## src/sv/press_time_region_switch_assert.svh

```systemverilog
// Assertion macros for the press-time region switch.
// Used by the RTL files that carry concurrent checks; no other dependencies.
`ifndef PRESS_TIME_REGION_SWITCH_ASSERT_SVH
`define PRESS_TIME_REGION_SWITCH_ASSERT_SVH
`ifndef SYNTHESIS
`define PTS_ASSERT_ALWAYS(label, clk, rst, expr) \
   label: assert property (@(posedge clk) disable iff (rst) (expr)) \
      else $error("press_time_region_switch: invariant violated");
`define PTS_ASSERT_NEXT(label, clk, rst, ante, cons) \
   label: assert property (@(posedge clk) disable iff (rst) (ante) |=> (cons)) \
      else $error("press_time_region_switch: sequence check failed");
`else
`define PTS_ASSERT_ALWAYS(label, clk, rst, expr)
`define PTS_ASSERT_NEXT(label, clk, rst, ante, cons)
`endif
`endif

```

## src/sv/pts_pkg.sv

```systemverilog
// Shared types, constants and helper functions for the press-time region switch.
// No dependencies; used by pts_csr, pts_core and the top level.
`default_nettype none
package pts_pkg;

   localparam int COUNT_BITS  = 16;
   localparam int SLOW_BLINKS = 2;
   localparam int FAST_BLINKS = 5;

   localparam int CMP_W     = (COUNT_BITS > 16) ? COUNT_BITS : 16;
   localparam int HALVES_W  = 4;
   localparam int HALVES_MAX = (SLOW_BLINKS > FAST_BLINKS) ? 2 * SLOW_BLINKS
                                                           : 2 * FAST_BLINKS;

   // region codes
   localparam logic [1:0] REG_EUR = 2'd0;
   localparam logic [1:0] REG_USA = 2'd1;
   localparam logic [1:0] REG_JAP = 2'd2;
   localparam logic [1:0] REG_CUS = 2'd3;

   // beep codes
   localparam logic [1:0] BEEP_OFF  = 2'd0;
   localparam logic [1:0] BEEP_LOW  = 2'd1;
   localparam logic [1:0] BEEP_HIGH = 2'd2;

   // register indexes
   localparam int CSR_ADDR_W = 3;
   localparam int CSR_DATA_W = 16;
   localparam logic [CSR_ADDR_W-1:0] CSR_FREQ_THR   = 3'd0;
   localparam logic [CSR_ADDR_W-1:0] CSR_REGION_THR = 3'd1;
   localparam logic [CSR_ADDR_W-1:0] CSR_PULSE      = 3'd2;
   localparam logic [CSR_ADDR_W-1:0] CSR_BEEP       = 3'd3;
   localparam logic [CSR_ADDR_W-1:0] CSR_SLOW_HALF  = 3'd4;
   localparam logic [CSR_ADDR_W-1:0] CSR_FAST_HALF  = 3'd5;

   // reset values
   localparam logic [15:0] DEF_FREQ_THR   = 16'd1000;
   localparam logic [15:0] DEF_REGION_THR = 16'd2000;
   localparam logic [7:0]  DEF_PULSE      = 8'd150;
   localparam logic [7:0]  DEF_BEEP       = 8'd200;
   localparam logic [7:0]  DEF_SLOW_HALF  = 8'd125;
   localparam logic [7:0]  DEF_FAST_HALF  = 8'd50;

   typedef struct packed {
      logic [15:0] freq_thr;
      logic [15:0] region_thr;
      logic [7:0]  pulse_ticks;
      logic [7:0]  beep_ticks;
      logic [7:0]  slow_half;
      logic [7:0]  fast_half;
   } cfg_type;

   typedef struct packed {
      logic [1:0] region_now;
      logic [1:0] beep_kind;
      logic       led_blue;
      logic       led_green;
      logic       led_red;
      logic       reset_drive;
      logic       ntsc_60hz;
      logic       not_japanese;
   } res_type;

   function automatic logic is_fast(input logic [1:0] r);
      return (r == REG_USA) || (r == REG_JAP);
   endfunction

   // 50/60 Hz toggle
   function automatic logic [1:0] toggled(input logic [1:0] r);
      logic [1:0] t;
      unique case (r)
         REG_EUR: t = REG_USA;
         REG_USA: t = REG_EUR;
         REG_JAP: t = REG_CUS;
         default: t = REG_JAP;
      endcase
      return t;
   endfunction

   // region cycle, custom falls back to Europe
   function automatic logic [1:0] cycled(input logic [1:0] r);
      logic [1:0] t;
      unique case (r)
         REG_EUR: t = REG_USA;
         REG_USA: t = REG_JAP;
         default: t = REG_EUR;
      endcase
      return t;
   endfunction

endpackage
`default_nettype wire

```

## src/sv/pts_csr.sv

```systemverilog
// Configuration register bank of the press-time region switch.
// Depends on pts_pkg.
`default_nettype none
module pts_csr (
   input  wire logic                             clock,
   input  wire logic                             reset,
   input  wire logic                             csr_we,
   input  wire logic [pts_pkg::CSR_ADDR_W-1:0]   csr_addr,
   input  wire logic [pts_pkg::CSR_DATA_W-1:0]   csr_wdata,
   output pts_pkg::cfg_type                      cfg
);

   pts_pkg::cfg_type cfg_ff;
   pts_pkg::cfg_type cfg_in;

   always_comb begin
      cfg_in = cfg_ff;
      if (csr_we) begin
         unique case (csr_addr)
            pts_pkg::CSR_FREQ_THR:   cfg_in.freq_thr    = csr_wdata;
            pts_pkg::CSR_REGION_THR: cfg_in.region_thr  = csr_wdata;
            pts_pkg::CSR_PULSE:      cfg_in.pulse_ticks = csr_wdata[7:0];
            pts_pkg::CSR_BEEP:       cfg_in.beep_ticks  = csr_wdata[7:0];
            pts_pkg::CSR_SLOW_HALF:  cfg_in.slow_half   = csr_wdata[7:0];
            pts_pkg::CSR_FAST_HALF:  cfg_in.fast_half   = csr_wdata[7:0];
            default:                 cfg_in = cfg_ff;
         endcase
      end
   end

   always_ff @(posedge clock) begin
      if (reset) begin
         cfg_ff.freq_thr    <= pts_pkg::DEF_FREQ_THR;
         cfg_ff.region_thr  <= pts_pkg::DEF_REGION_THR;
         cfg_ff.pulse_ticks <= pts_pkg::DEF_PULSE;
         cfg_ff.beep_ticks  <= pts_pkg::DEF_BEEP;
         cfg_ff.slow_half   <= pts_pkg::DEF_SLOW_HALF;
         cfg_ff.fast_half   <= pts_pkg::DEF_FAST_HALF;
      end else begin
         cfg_ff <= cfg_in;
      end
   end

   assign cfg = cfg_ff;

endmodule
`default_nettype wire

```

## src/sv/pts_core.sv

```systemverilog
// Press timing, region selection, blink, pulse and beep timers.
// Depends on pts_pkg and press_time_region_switch_assert.svh.
`default_nettype none
`include "press_time_region_switch_assert.svh"
module pts_core (
   input  wire logic       clock,
   input  wire logic       reset,
   input  wire logic       step,
   input  wire logic       pressed,
   input  wire pts_pkg::cfg_type cfg,
   output pts_pkg::res_type res
);

   localparam logic [pts_pkg::COUNT_BITS-1:0] COUNT_MAX = '1;

   logic [pts_pkg::COUNT_BITS-1:0] press_ticks_ff, press_ticks_in, press_m;
   logic                           armed_ff, armed_in, armed_m;
   logic [1:0]                     region_ff, region_in, region_m;
   logic [7:0]                     blink_timer_ff, blink_timer_in, blink_m;
   logic [pts_pkg::HALVES_W-1:0]   halves_ff, halves_in, halves_m;
   logic [7:0]                     pulse_ff, pulse_in, pulse_m;
   logic [7:0]                     beep_ff, beep_in, beep_m;
   logic [1:0]                     tone_ff, tone_in, tone_m;
   logic                           busy;
   logic                           check;
   logic                           enter;
   logic [1:0]                     target;
   logic                           led_on;
   logic [pts_pkg::CMP_W-1:0]      press_cmp_old, press_cmp_new, freq_cmp, region_cmp;

   assign busy       = (halves_ff != '0) || (pulse_ff != '0);
   assign freq_cmp   = pts_pkg::CMP_W'(cfg.freq_thr);
   assign region_cmp = pts_pkg::CMP_W'(cfg.region_thr);
   assign press_cmp_old = pts_pkg::CMP_W'(press_ticks_ff);

   // sample handling
   always_comb begin
      press_m = press_ticks_ff;
      armed_m = armed_ff;
      pulse_m = pulse_ff;
      check   = 1'b0;
      enter   = 1'b0;
      target  = region_ff;
      if (busy) begin
         armed_m = 1'b0;
      end else if (pressed) begin
         if (press_ticks_ff != '0) begin
            if (press_ticks_ff < COUNT_MAX) begin
               press_m = press_ticks_ff + pts_pkg::COUNT_BITS'(1);
               check   = 1'b1;
            end
         end else if (armed_ff) begin
            armed_m = 1'b0;
            press_m = pts_pkg::COUNT_BITS'(1);
            check   = 1'b1;
         end
      end else if (press_ticks_ff != '0) begin
         if (press_cmp_old >= region_cmp) begin
            enter  = 1'b1;
            target = pts_pkg::cycled(region_ff);
         end else if (press_cmp_old >= freq_cmp) begin
            enter  = 1'b1;
            target = pts_pkg::toggled(region_ff);
         end else begin
            pulse_m = cfg.pulse_ticks;
         end
         press_m = '0;
         armed_m = 1'b0;
      end else begin
         armed_m = 1'b1;
      end
   end

   assign press_cmp_new = pts_pkg::CMP_W'(press_m);

   // beep start on the tick a threshold is reached; low threshold wins a tie
   always_comb begin
      beep_m = beep_ff;
      tone_m = tone_ff;
      if (check) begin
         priority if (press_cmp_new == freq_cmp) begin
            beep_m = cfg.beep_ticks;
            tone_m = pts_pkg::BEEP_LOW;
         end else if (press_cmp_new == region_cmp) begin
            beep_m = cfg.beep_ticks;
            tone_m = pts_pkg::BEEP_HIGH;
         end else begin
            beep_m = beep_ff;
            tone_m = tone_ff;
         end
      end
   end

   // region entry restarts the blink
   always_comb begin
      region_m = region_ff;
      blink_m  = blink_timer_ff;
      halves_m = halves_ff;
      if (enter) begin
         region_m = target;
         blink_m  = pts_pkg::is_fast(target) ? cfg.fast_half : cfg.slow_half;
         halves_m = pts_pkg::is_fast(target) ? pts_pkg::HALVES_W'(2 * pts_pkg::FAST_BLINKS)
                                             : pts_pkg::HALVES_W'(2 * pts_pkg::SLOW_BLINKS);
      end
   end

   // result of this tick
   always_comb begin
      led_on           = !((halves_m != '0) && !halves_m[0]);
      res.not_japanese = !region_m[1];
      res.ntsc_60hz    = pts_pkg::is_fast(region_m);
      res.reset_drive  = (pulse_m != '0);
      res.led_red      = led_on && ((region_m == pts_pkg::REG_JAP) ||
                                    (region_m == pts_pkg::REG_CUS));
      res.led_green    = led_on && (region_m == pts_pkg::REG_USA);
      res.led_blue     = led_on && ((region_m == pts_pkg::REG_EUR) ||
                                    (region_m == pts_pkg::REG_CUS));
      res.beep_kind    = (beep_m != '0) ? tone_m : pts_pkg::BEEP_OFF;
      res.region_now   = region_m;
   end

   // timers count down after the result is formed
   always_comb begin
      press_ticks_in = press_m;
      armed_in       = armed_m;
      region_in      = region_m;
      tone_in        = tone_m;
      beep_in        = (beep_m != '0) ? beep_m - 8'd1 : beep_m;
      pulse_in       = (pulse_m != '0) ? pulse_m - 8'd1 : pulse_m;
      blink_timer_in = blink_m;
      halves_in      = halves_m;
      if (halves_m != '0) begin
         if (blink_m <= 8'd1) begin
            halves_in      = halves_m - pts_pkg::HALVES_W'(1);
            blink_timer_in = pts_pkg::is_fast(region_m) ? cfg.fast_half : cfg.slow_half;
         end else begin
            blink_timer_in = blink_m - 8'd1;
         end
      end
   end

   always_ff @(posedge clock) begin
      if (reset) begin
         press_ticks_ff <= '0;
         armed_ff       <= 1'b0;
         region_ff      <= pts_pkg::REG_EUR;
         blink_timer_ff <= pts_pkg::DEF_SLOW_HALF;
         halves_ff      <= pts_pkg::HALVES_W'(2 * pts_pkg::SLOW_BLINKS);
         pulse_ff       <= '0;
         beep_ff        <= pts_pkg::DEF_BEEP;
         tone_ff        <= pts_pkg::BEEP_HIGH;
      end else if (step) begin
         press_ticks_ff <= press_ticks_in;
         armed_ff       <= armed_in;
         region_ff      <= region_in;
         blink_timer_ff <= blink_timer_in;
         halves_ff      <= halves_in;
         pulse_ff       <= pulse_in;
         beep_ff        <= beep_in;
         tone_ff        <= tone_in;
      end
   end

   // a pulse and a blink are never started while the other runs
   `PTS_ASSERT_ALWAYS(a_pulse_blink_excl, clock, reset, (pulse_ff == '0) || (halves_ff == '0))
   // a press in progress has already consumed the armed flag
   `PTS_ASSERT_ALWAYS(a_armed_idle, clock, reset, !armed_ff || (press_ticks_ff == '0))
   `PTS_ASSERT_ALWAYS(a_halves_max, clock, reset, halves_ff <= pts_pkg::HALVES_MAX)
   // samples taken while busy leave the press counter alone
   `PTS_ASSERT_NEXT(a_busy_hold, clock, reset, step && busy, $stable(press_ticks_ff))

endmodule
`default_nettype wire

```

## src/sv/press_time_region_switch.sv

```systemverilog
// Press-time region switch: one button sample per transaction, one result per sample.
// Latency: the result of a sample appears on rsp_ the cycle after it is accepted.
// Throughput: one transaction per cycle; req_tready drops only while a result waits
// in the output register and rsp_tready is low.
// Reset (synchronous, active high): registers to defaults, Europe selected,
// startup blink and high beep armed, button ignored until first release.
// Depends on pts_pkg, pts_csr and pts_core.
`default_nettype none
module press_time_region_switch (
   input  wire logic                             clock,
   input  wire logic                             reset,
   // input stream
   input  wire logic                             req_tvalid,
   output      logic                             req_tready,
   input  wire logic [7:0]                       req_tdata,   // [0] button_pressed
   // result stream
   output      logic                             rsp_tvalid,
   input  wire logic                             rsp_tready,
   // [0] not_japanese, [1] ntsc_60hz, [2] reset_drive, [3] led_red,
   // [4] led_green, [5] led_blue, [7:6] beep_kind, [9:8] region_now
   output      logic [15:0]                      rsp_tdata,
   // configuration writes
   input  wire logic                             csr_we,
   input  wire logic [pts_pkg::CSR_ADDR_W-1:0]   csr_addr,
   input  wire logic [pts_pkg::CSR_DATA_W-1:0]   csr_wdata
);

   pts_pkg::cfg_type cfg;
   pts_pkg::res_type res;
   logic             req_fire;
   logic             rsp_valid_ff, rsp_valid_in;
   logic [15:0]      rsp_data_ff, rsp_data_in;

   // accept whenever the output register is empty or being drained this cycle
   assign req_tready = !rsp_valid_ff || rsp_tready;
   assign req_fire   = req_tvalid && req_tready;

   pts_csr u_csr (
      .clock     (clock),
      .reset     (reset),
      .csr_we    (csr_we),
      .csr_addr  (csr_addr),
      .csr_wdata (csr_wdata),
      .cfg       (cfg)
   );

   // state advances only on an accepted transaction
   pts_core u_core (
      .clock   (clock),
      .reset   (reset),
      .step    (req_fire),
      .pressed (req_tdata[0]),
      .cfg     (cfg),
      .res     (res)
   );

   // pack the result fields, lowest field first
   always_comb begin
      rsp_data_in = rsp_data_ff;
      if (req_fire) begin
         rsp_data_in = {6'd0, res.region_now, res.beep_kind, res.led_blue,
                        res.led_green, res.led_red, res.reset_drive,
                        res.ntsc_60hz, res.not_japanese};
      end
   end

   // hold valid until the consumer takes the result
   always_comb begin
      if (req_fire) begin
         rsp_valid_in = 1'b1;
      end else if (rsp_tready) begin
         rsp_valid_in = 1'b0;
      end else begin
         rsp_valid_in = rsp_valid_ff;
      end
   end

   always_ff @(posedge clock) begin
      if (reset) begin
         rsp_valid_ff <= 1'b0;
      end else begin
         rsp_valid_ff <= rsp_valid_in;
      end
   end

   always_ff @(posedge clock) begin
      rsp_data_ff <= rsp_data_in;
   end

   assign rsp_tvalid = rsp_valid_ff;
   assign rsp_tdata  = rsp_data_ff;

endmodule
`default_nettype wire

```

## config.mk

```make
export PLATFORM = sky130hd
export DESIGN_NAME = press_time_region_switch
export DESIGN_NICKNAME = d
export VERILOG_FILES = /design/src/sv/pts_pkg.sv /design/src/sv/pts_csr.sv /design/src/sv/pts_core.sv /design/src/sv/press_time_region_switch.sv
export VERILOG_INCLUDE_DIRS = /design/src /design/src/sv
export SDC_FILE = /design/constraint.sdc
export NUM_CORES = 1
export LEC_CHECK = 0
export BUFFER_PORTS_ARGS = -buffer_cell sky130_fd_sc_hd__buf_2
export CAP_MARGIN = 25
export CORE_ASPECT_RATIO = 0.75
export CORE_MARGIN = 2
export CORE_UTILIZATION = 40
export CTS_CLUSTER_SIZE = 12
export DETAILED_ROUTE_END_ITERATION = 6
export GPL_ROUTABILITY_DRIVEN = 0
export HOLD_SLACK_MARGIN = 0.03
export PLACE_DENSITY = 0.62
export SLEW_MARGIN = 20
export SYNTH_ARGS = -nofsm -noshare
export SYNTH_HDL_FRONTEND = slang
export SYNTH_SLANG_ARGS = --single-unit
```

## constraint.sdc

```tcl
create_clock -name clock -period 4.16 [get_ports clock]
set_input_delay 0.208 -clock clock [delete_from_list [all_inputs] [get_ports clock]]
set_output_delay 0.208 -clock clock [all_outputs]
set_load 0.01 [all_outputs]
```

# After elaboration in Yosys (flattened, before gate mapping)
# Index checks and enable logic that the tools add are counted.
[word_totals] romBits=0 ff_bits=124 in_bits=32 ramBits=0 out_inout_bits=18 n_memories=0 latchBits=0 elab_cells=125
[classes] order_cmp=4 n_div=0 n_bitwise=0 reduce_logical=32 eq_ne=15 add_sub_neg=5 mux=52 n_mul=0 n_shift=0
[op_table] op="$mux W8" n=15
[op_table] op="$mux W16" n=6
[op_table] op="$eq A16 B16 Y1" n=2
[op_table] op="$ge A16 B16 Y1" n=2
[op_table] op="$reduce_bool A8 Y1" n=3
[op_table] op="$sub A8 B1 Y8 const B" n=3
[op_table] op="$mux W2" n=9
[op_table] op="$add A16 B1 Y16 const B" n=1
[op_table] op="$lt A16 B16 Y1 const B" n=1
[op_table] op="$mux W1" n=16
[op_table] op="$mux W4" n=4
[op_table] op="$reduce_bool A16 Y1" n=1
[op_table] op="$reduce_and A2 Y1" n=7
[op_table] op="$eq A2 B2 Y1 const B" n=4
[op_table] op="$le A8 B1 Y1 const B" n=1
[op_table] op="$reduce_bool A4 Y1" n=2
[op_table] op="$eq A2 B1 Y1 const B" n=3
[op_table] op="$eq A3 B2 Y1 const B" n=2
[op_table] op="$eq A3 B3 Y1 const B" n=2
[op_table] op="$logic_or A1 B1 Y1" n=6
[op_table] op="$pmux W2 S3" n=1
[op_table] op="$logic_and A1 B1 Y1" n=5
[op_table] op="$logic_not A1 Y1" n=4
[op_table] op="$logic_not A2 Y1" n=2
[op_table] op="6 further kinds" n=6

# Longest topological paths before layout
[logic_depth] word_depth=15 mapped_depth=25 ltp_nobuf=20

# Cells and area by module
# From an unflattened synthesis, not the netlist that was laid out.
[hier_totals] cells_unflattened=1191 area_unflattened_um2=9650.5
[by_module_without_submodules] module="pts_core" n_inst=1 area_each_um2=6650.1 cells_per_inst=922
[by_module_without_submodules] module="pts_csr" n_inst=1 area_each_um2=2596.2 cells_per_inst=247
[by_module_without_submodules] module="press_time_region_switch" n_inst=1 area_each_um2=404.1 cells_per_inst=22

# Worst setup path after synthesis
# Ideal clock, no wire load.
[synth_timing] path_type="reg-to-reg" startpoint="register u_core.press_ticks_ff, in the netlist u_core.press_cmp_old[0]" endpoint="register rsp_data_ff[6] (netlist: rsp_tdata[6]) (data pin)" stages_incl_launch_ff=23 path_buffers=5 slack_ns=-0.408 arrival_time_ns=4.304 period_less_slack_ns=4.568 setup_time_ns=0.264 cell_sequence="dfxtp_1 -> clkbuf_1 -> inv_1 -> ha_1 -> nor4b_4 -> and4_1 -> buf_4 -> a211oi_1 -> mux2_2 -> o21ai_0 -> nor4b_1 -> nand4_1 -> o22ai_2 -> buf_6 -> buf_6 -> nor2_1 -> a21oi_1 -> ha_1 -> nand2b_1 -> or3_1 -> buf_2 -> mux2i_1 -> nor2_1"
[synth_via] elab_chain_cells=10 word_cells_on_any_way=22 cone_classes="1 x add/sub; 1 x order compare; 2 x eq/ne; 16 x mux; 2 x reduce/logical"
[synth_rtl] element="start, declared" line_no="pts_core.sv:16" text="logic [pts_pkg::COUNT_BITS-1:0] press_ticks_ff, press_ticks_in, press_m;"
[synth_rtl] element="start signal, assigned" line_no="pts_core.sv:153" text="press_ticks_ff <= press_ticks_in;"
[synth_rtl] element="$add A16 B1 Y16 / $lt A16 B16 Y1 (equally long branches)" line_no="pts_core.sv:49, pts_core.sv:48"
[synth_rtl] element="$mux W16" line_no="pts_core.sv:48" text="if (press_ticks_ff < COUNT_MAX) begin"
[synth_rtl] element="$mux W16" line_no="pts_core.sv:47" text="if (press_ticks_ff != '0) begin"
[synth_rtl] element="$mux W16" line_no="pts_core.sv:46" text="end else if (pressed) begin"
[synth_rtl] element="$mux W16" line_no="pts_core.sv:44" text="if (busy) begin"
[synth_rtl] element="$eq A16 B16 Y1" line_no="pts_core.sv:84" text="end else if (press_cmp_new == region_cmp) begin"
[synth_rtl] element="$mux W8" line_no="pts_core.sv:84"
[synth_rtl] element="$mux W8" line_no="pts_core.sv:81" text="priority if (press_cmp_new == freq_cmp) begin"
[synth_rtl] element="$mux W8" line_no="pts_core.sv:80" text="if (check) begin"
[synth_rtl] element="$reduce_bool A8 Y1" line_no="pts_core.sv:118" text="res.beep_kind = (beep_m != '0) ? tone_m : pts_pkg::BEEP_OFF;"
[synth_rtl] element="end signal, assigned" line_no="press_time_region_switch.sv:87" text="rsp_data_ff <= rsp_data_in;"
[synth_rtl] element="end, declared" line_no="press_time_region_switch.sv:32" text="logic [15:0] rsp_data_ff, rsp_data_in;"
# Parallel ways exist; a longest one is shown, timed or not.
# A chain may end at the register's enable or synchronous reset.

# Final worst setup path
[layout_timing] startpoint="register u_core.press_ticks_ff, in the netlist u_core.press_cmp_old[0]" endpoint="register u_core.beep_ff[2]"
[layout_via] elab_chain_cells=11 word_cells_on_any_way=21 cone_classes="2 x add/sub; 1 x order compare; 2 x eq/ne; 14 x mux; 2 x reduce/logical"
[layout_rtl] element="$add A16 B1 Y16 / $lt A16 B16 Y1 (equally long branches)" line_no="pts_core.sv:49, pts_core.sv:48"
[layout_rtl] element="$mux W16" line_no="pts_core.sv:48"
[layout_rtl] element="$mux W16" line_no="pts_core.sv:47"
[layout_rtl] element="$mux W16" line_no="pts_core.sv:46"
[layout_rtl] element="$mux W16" line_no="pts_core.sv:44"
[layout_rtl] element="$eq A16 B16 Y1" line_no="pts_core.sv:84"
[layout_rtl] element="$mux W8" line_no="pts_core.sv:84"
[layout_rtl] element="$mux W8" line_no="pts_core.sv:81"
[layout_rtl] element="$mux W8 (*)" line_no="pts_core.sv:80"
[layout_rtl] element="$sub A8 B1 Y8 / $reduce_bool A8 Y1 (equally long branches)" line_no="pts_core.sv:128" text="beep_in = (beep_m != '0) ? beep_m - 8'd1 : beep_m;"
[layout_rtl] element="$mux W8 (*)" line_no="pts_core.sv:128"
[layout_rtl] element="end signal, assigned" line_no="pts_core.sv:150" text="beep_ff <= pts_pkg::DEF_BEEP;"
[layout_rtl] element="end signal, assigned" line_no="pts_core.sv:159" text="beep_ff <= beep_in;"
[layout_rtl] element="end, declared" line_no="pts_core.sv:22" text="logic [7:0] beep_ff, beep_in, beep_m;"
# Mark *: on every way between the ends. The rest lies on a longest branch, timed or not.

==> results.sh <==
export IMPL_outcome="complete, but fails checks"
export IMPL_violations="setup timing"
export IMPL_yosysSeqAreaShare=0.276
export IMPL_avgViaCountPerCell=6.22
export IMPL_cts_sinks=124
export IMPL_peakVddDrop_mv=0.304
export IMPL_p_leak_nw=5.25
export IMPL_ys_ff_latch=124
export IMPL_ys_warnings_count=0
export IMPL_cp_top_family="simple AND/OR/NAND/NOR gates"
export IMPL_place_hpwl_mm=27.8
export IMPL_start_util=0.406
export IMPL_critPathBufInv=6
export IMPL_end_kind="flip-flop"
export IMPL_diodes=0
export IMPL_dieArea_um2=24600
export IMPL_path_cells="clkinv_4 -> ha_4 -> nor4b_4 -> buf_4 -> nand4_1 -> o211ai_1 -> or3_1 -> or4_4 -> nor4_4 -> nand4_1 -> o22ai_4 -> buf_6 -> a21oi_2 -> ha_4 -> buf_6 -> buf_6 -> buf_6 -> nand3b_1 -> a21oi_2 -> a2111oi_2 -> a211oi_2"
export IMPL_utilization=0.572
export IMPL_power_density_nw_per_um2=308
export IMPL_worstMarginPinSlew_ps=993
export IMPL_dp_cells=1728
export IMPL_die_w_um=181
export IMPL_io_pins=50
export IMPL_first_pass_iters=6
export IMPL_clkLatencyLatePin_ps=440
export IMPL_antenna_left=0
export IMPL_crit_slowest_cell="or4_4"
export IMPL_fin_ws_ps=-142
export IMPL_root_buffer="clkbuf_16"
export IMPL_fmaxAchievable_mhz=232
export IMPL_synth_edf_count=10
export IMPL_rsz0062_at_grt="yes"
export IMPL_synthCells=1240
export IMPL_grt_pass1_vias=10100
export IMPL_rows=48
export IMPL_numCtsBuffers=17
export IMPL_grt_remaining_overflow=0
export IMPL_critical_path_class="flip-flop to flip-flop"
export IMPL_slew_headroom=0.335
export IMPL_grt_pass1_wl_mm=57.1
export IMPL_portBuffers=36
export IMPL_grt_max_degree=45
export IMPL_startpoint_type="flip-flop"
export IMPL_cp_required_ps=4430
export IMPL_avgSynthCellArea_um2=7.54
export IMPL_worstPathMaxFanout=5
export IMPL_final_cells=1806
export IMPL_core_area_um2=23000
export IMPL_cap_violations=0
export IMPL_dieHeight_um=136
export IMPL_final_setup_viol_count=11
export IMPL_critPathMaxStageDelay_ps=440
export IMPL_fillCellCount=2076
export IMPL_synthArstFlopShare=0
export IMPL_fin_crit_ps=4300
export IMPL_cts_tree="done"
export IMPL_clkSlewWorstSetupHoldPaths_ps=60
export IMPL_grt_util_all_layers=0.300
export IMPL_syn_to_final_growth_pct=40.7
export IMPL_netlist_area_um2=9350
export IMPL_htreeDepth=4
export IMPL_synth_ff_type="dfxtp_1"
export IMPL_cts_path_max_buffers=2
export IMPL_crit_arrival_ps=4580
export IMPL_layout_nets=1567
export IMPL_drt_initial_drc_count=1513
export IMPL_holdCritPathClass="primary input to flip-flop"
export IMPL_drive_above_1_share=0.336
export IMPL_skew_ps=17.7
export IMPL_ys_types=91
export IMPL_power_mw=4.05
export IMPL_hold_viol_final=0
export IMPL_final_max_slew_viol_count=0
export IMPL_cpMostUsedCell="buf_6"
export IMPL_routedWlPerCell_um=21.4
export IMPL_drc_errors=0
export IMPL_grt_antenna_before_repair=1
export IMPL_dr_total_vias=11200
export IMPL_routed_wl_mm=38.7
export IMPL_period_share=1.03
==> layout by cell type, fill, tap and decap left out, types with 10 or more instances in the layout <==
cell type / Yosys / routed
nand3_1: 41 / 38
a21oi_1: 96 / 87
a311oi_1: 10 / 10
ha_4: 0 / 11
and3_1: 23 / 21
o211ai_1: 27 / 27
ha_1: 41 / 29
buf_6: 3 / 14
edfxtp_1: 10 / 10
dfxtp_1: 114 / 97
nand4_1: 24 / 24
or3_1: 24 / 19
nor4_1: 20 / 17
buf_4: 12 / 245
a31oi_1: 15 / 15
o21ai_0: 57 / 43
nor2_1: 106 / 94
buf_2: 16 / 38
xnor2_1: 18 / 13
nor2_2: 1 / 11
o21ai_1: 5 / 11
mux2i_1: 29 / 27
inv_1: 50 / 47
a211oi_1: 27 / 20
clkbuf_16: 0 / 17
nand2_1: 181 / 175
nor3_2: 5 / 11
nor3_1: 38 / 31
==> metal layers <==
layer	track usage	share of wire
met4	0.0977	0.035
met3	0.0994	0.12
met1	0.416	0.43
met5	0	0
met2	0.436	0.41
==> kinds of logic after synthesis <==
family	synth area share
compound gates	0.241
xor+xnor	0.0223
fa+ha+maj	0.0549
buf+inv	0.0633
flops	0.276
mux	0.0395
other cells	0.000401
simple gates	0.303
==> through the flow <==
step / hold WS (ps) / TNS [ps] / worst slack, ps / area, um2
3_3_place_gp: 445 / -1170 / -162 / 11400
2_1_floorplan: 332 / -101 / -29.4 / 9520
6_report: 90.6 / -573 / -142 / 13200
4_1_cts: 75.3 / -28.6 / -28.6 / 12500
3_5_place_dp: 452 / -2570 / -338 / 11400
5_1_grt: 94.8 / -2390 / -240 / 13200
==> synth_stat cells (all sizes together), types with 23 or more instances <==
cell | instances | area [um2]
o21ai | 63 | 319
a211oi | 30 | 240
nand2 | 181 | 679
buf | 33 | 211
and3 | 23 | 144
mux2i | 29 | 290
dfxtp | 114 | 2280
nor3 | 43 | 240
nor4 | 24 | 210
nand4 | 26 | 175
a21oi | 96 | 480
nand3 | 43 | 233
or3 | 24 | 150
ha | 41 | 513
o211ai | 27 | 203
inv | 51 | 191
clkbuf | 49 | 185
nor2 | 107 | 404
==> what timing repair did <==
| item | CTS | global route |
|---|---|---|
| endpoints found under the hold margin | 17 | 0 |
| endpoints found under the setup margin | 11 | 34 |
| pin swaps | 26 | 46 |
| resized for setup | 65 | 113 |
| cloned | 0 | 2 |
| hold buffers | 9 | 0 |
| buffers inserted | 18 | 18 |
==> report_power, final <==
group | switching (mW) | internal, mW | leakage, nW
clock network | 0.615 | 0.794 | 0.266
logic | 0.640 | 0.634 | 3.95
registers | 0.0867 | 1.28 | 1.03
total | 1.34 | 2.71 | 5.25
==> flip-flops by register name, summed over array words and instances (netlist names) <==
signal,cells
u_core.press_cmp_old,16
rsp_tdata,10
u_core.halves_ff,4
u_core.pulse_ff,8
rsp_tvalid,1
u_core.beep_ff,8
u_csr.cfg,64
u_core.blink_timer_ff,8
u_core.armed_ff,1
u_core.tone_ff,2
u_core.region_ff,2
==> area by class of cell <==
class	instances	area, um2	area share
well taps	300	375	0.0285
repair buffers	312	2390	0.182
multi-input cells	987	7020	0.534
clock inverters	12	90.1	0.00685
inverters	52	200	0.0152
clock buffers	19	453	0.0344
flip-flops and latches	124	2620	0.199
==> worst register-to-register path: stages (launching register included) <==
cell and delay [ps]:
dfxtp_4 390, clkinv_4 70, ha_4 180, nor4b_4 140, buf_4 150, nand4_1 140
o211ai_1 110, or3_1 330, or4_4 440, nor4_4 260, nand4_1 220, o22ai_4 320
buf_6 160, a21oi_2 70, ha_4 190, buf_6 110, buf_6 100, buf_6 110
nand3b_1 90, a21oi_2 80, a2111oi_2 410, a211oi_2 70
==> final timing paths <==
kind	from	end	slack, ps	cells after the start
setup reg to reg	u_core.press_cmp_old[0]	u_core.beep_ff[2]	-140	21
hold reg to reg	u_csr.cfg[35]	u_csr.cfg[35]	460	2
setup / recovery	u_core.press_cmp_old[0]	u_core.beep_ff[2]	-140	21
hold / removal	rsp_tready	rsp_tvalid	90	3
No activity file was read; power rests on OpenSTA's default activity.
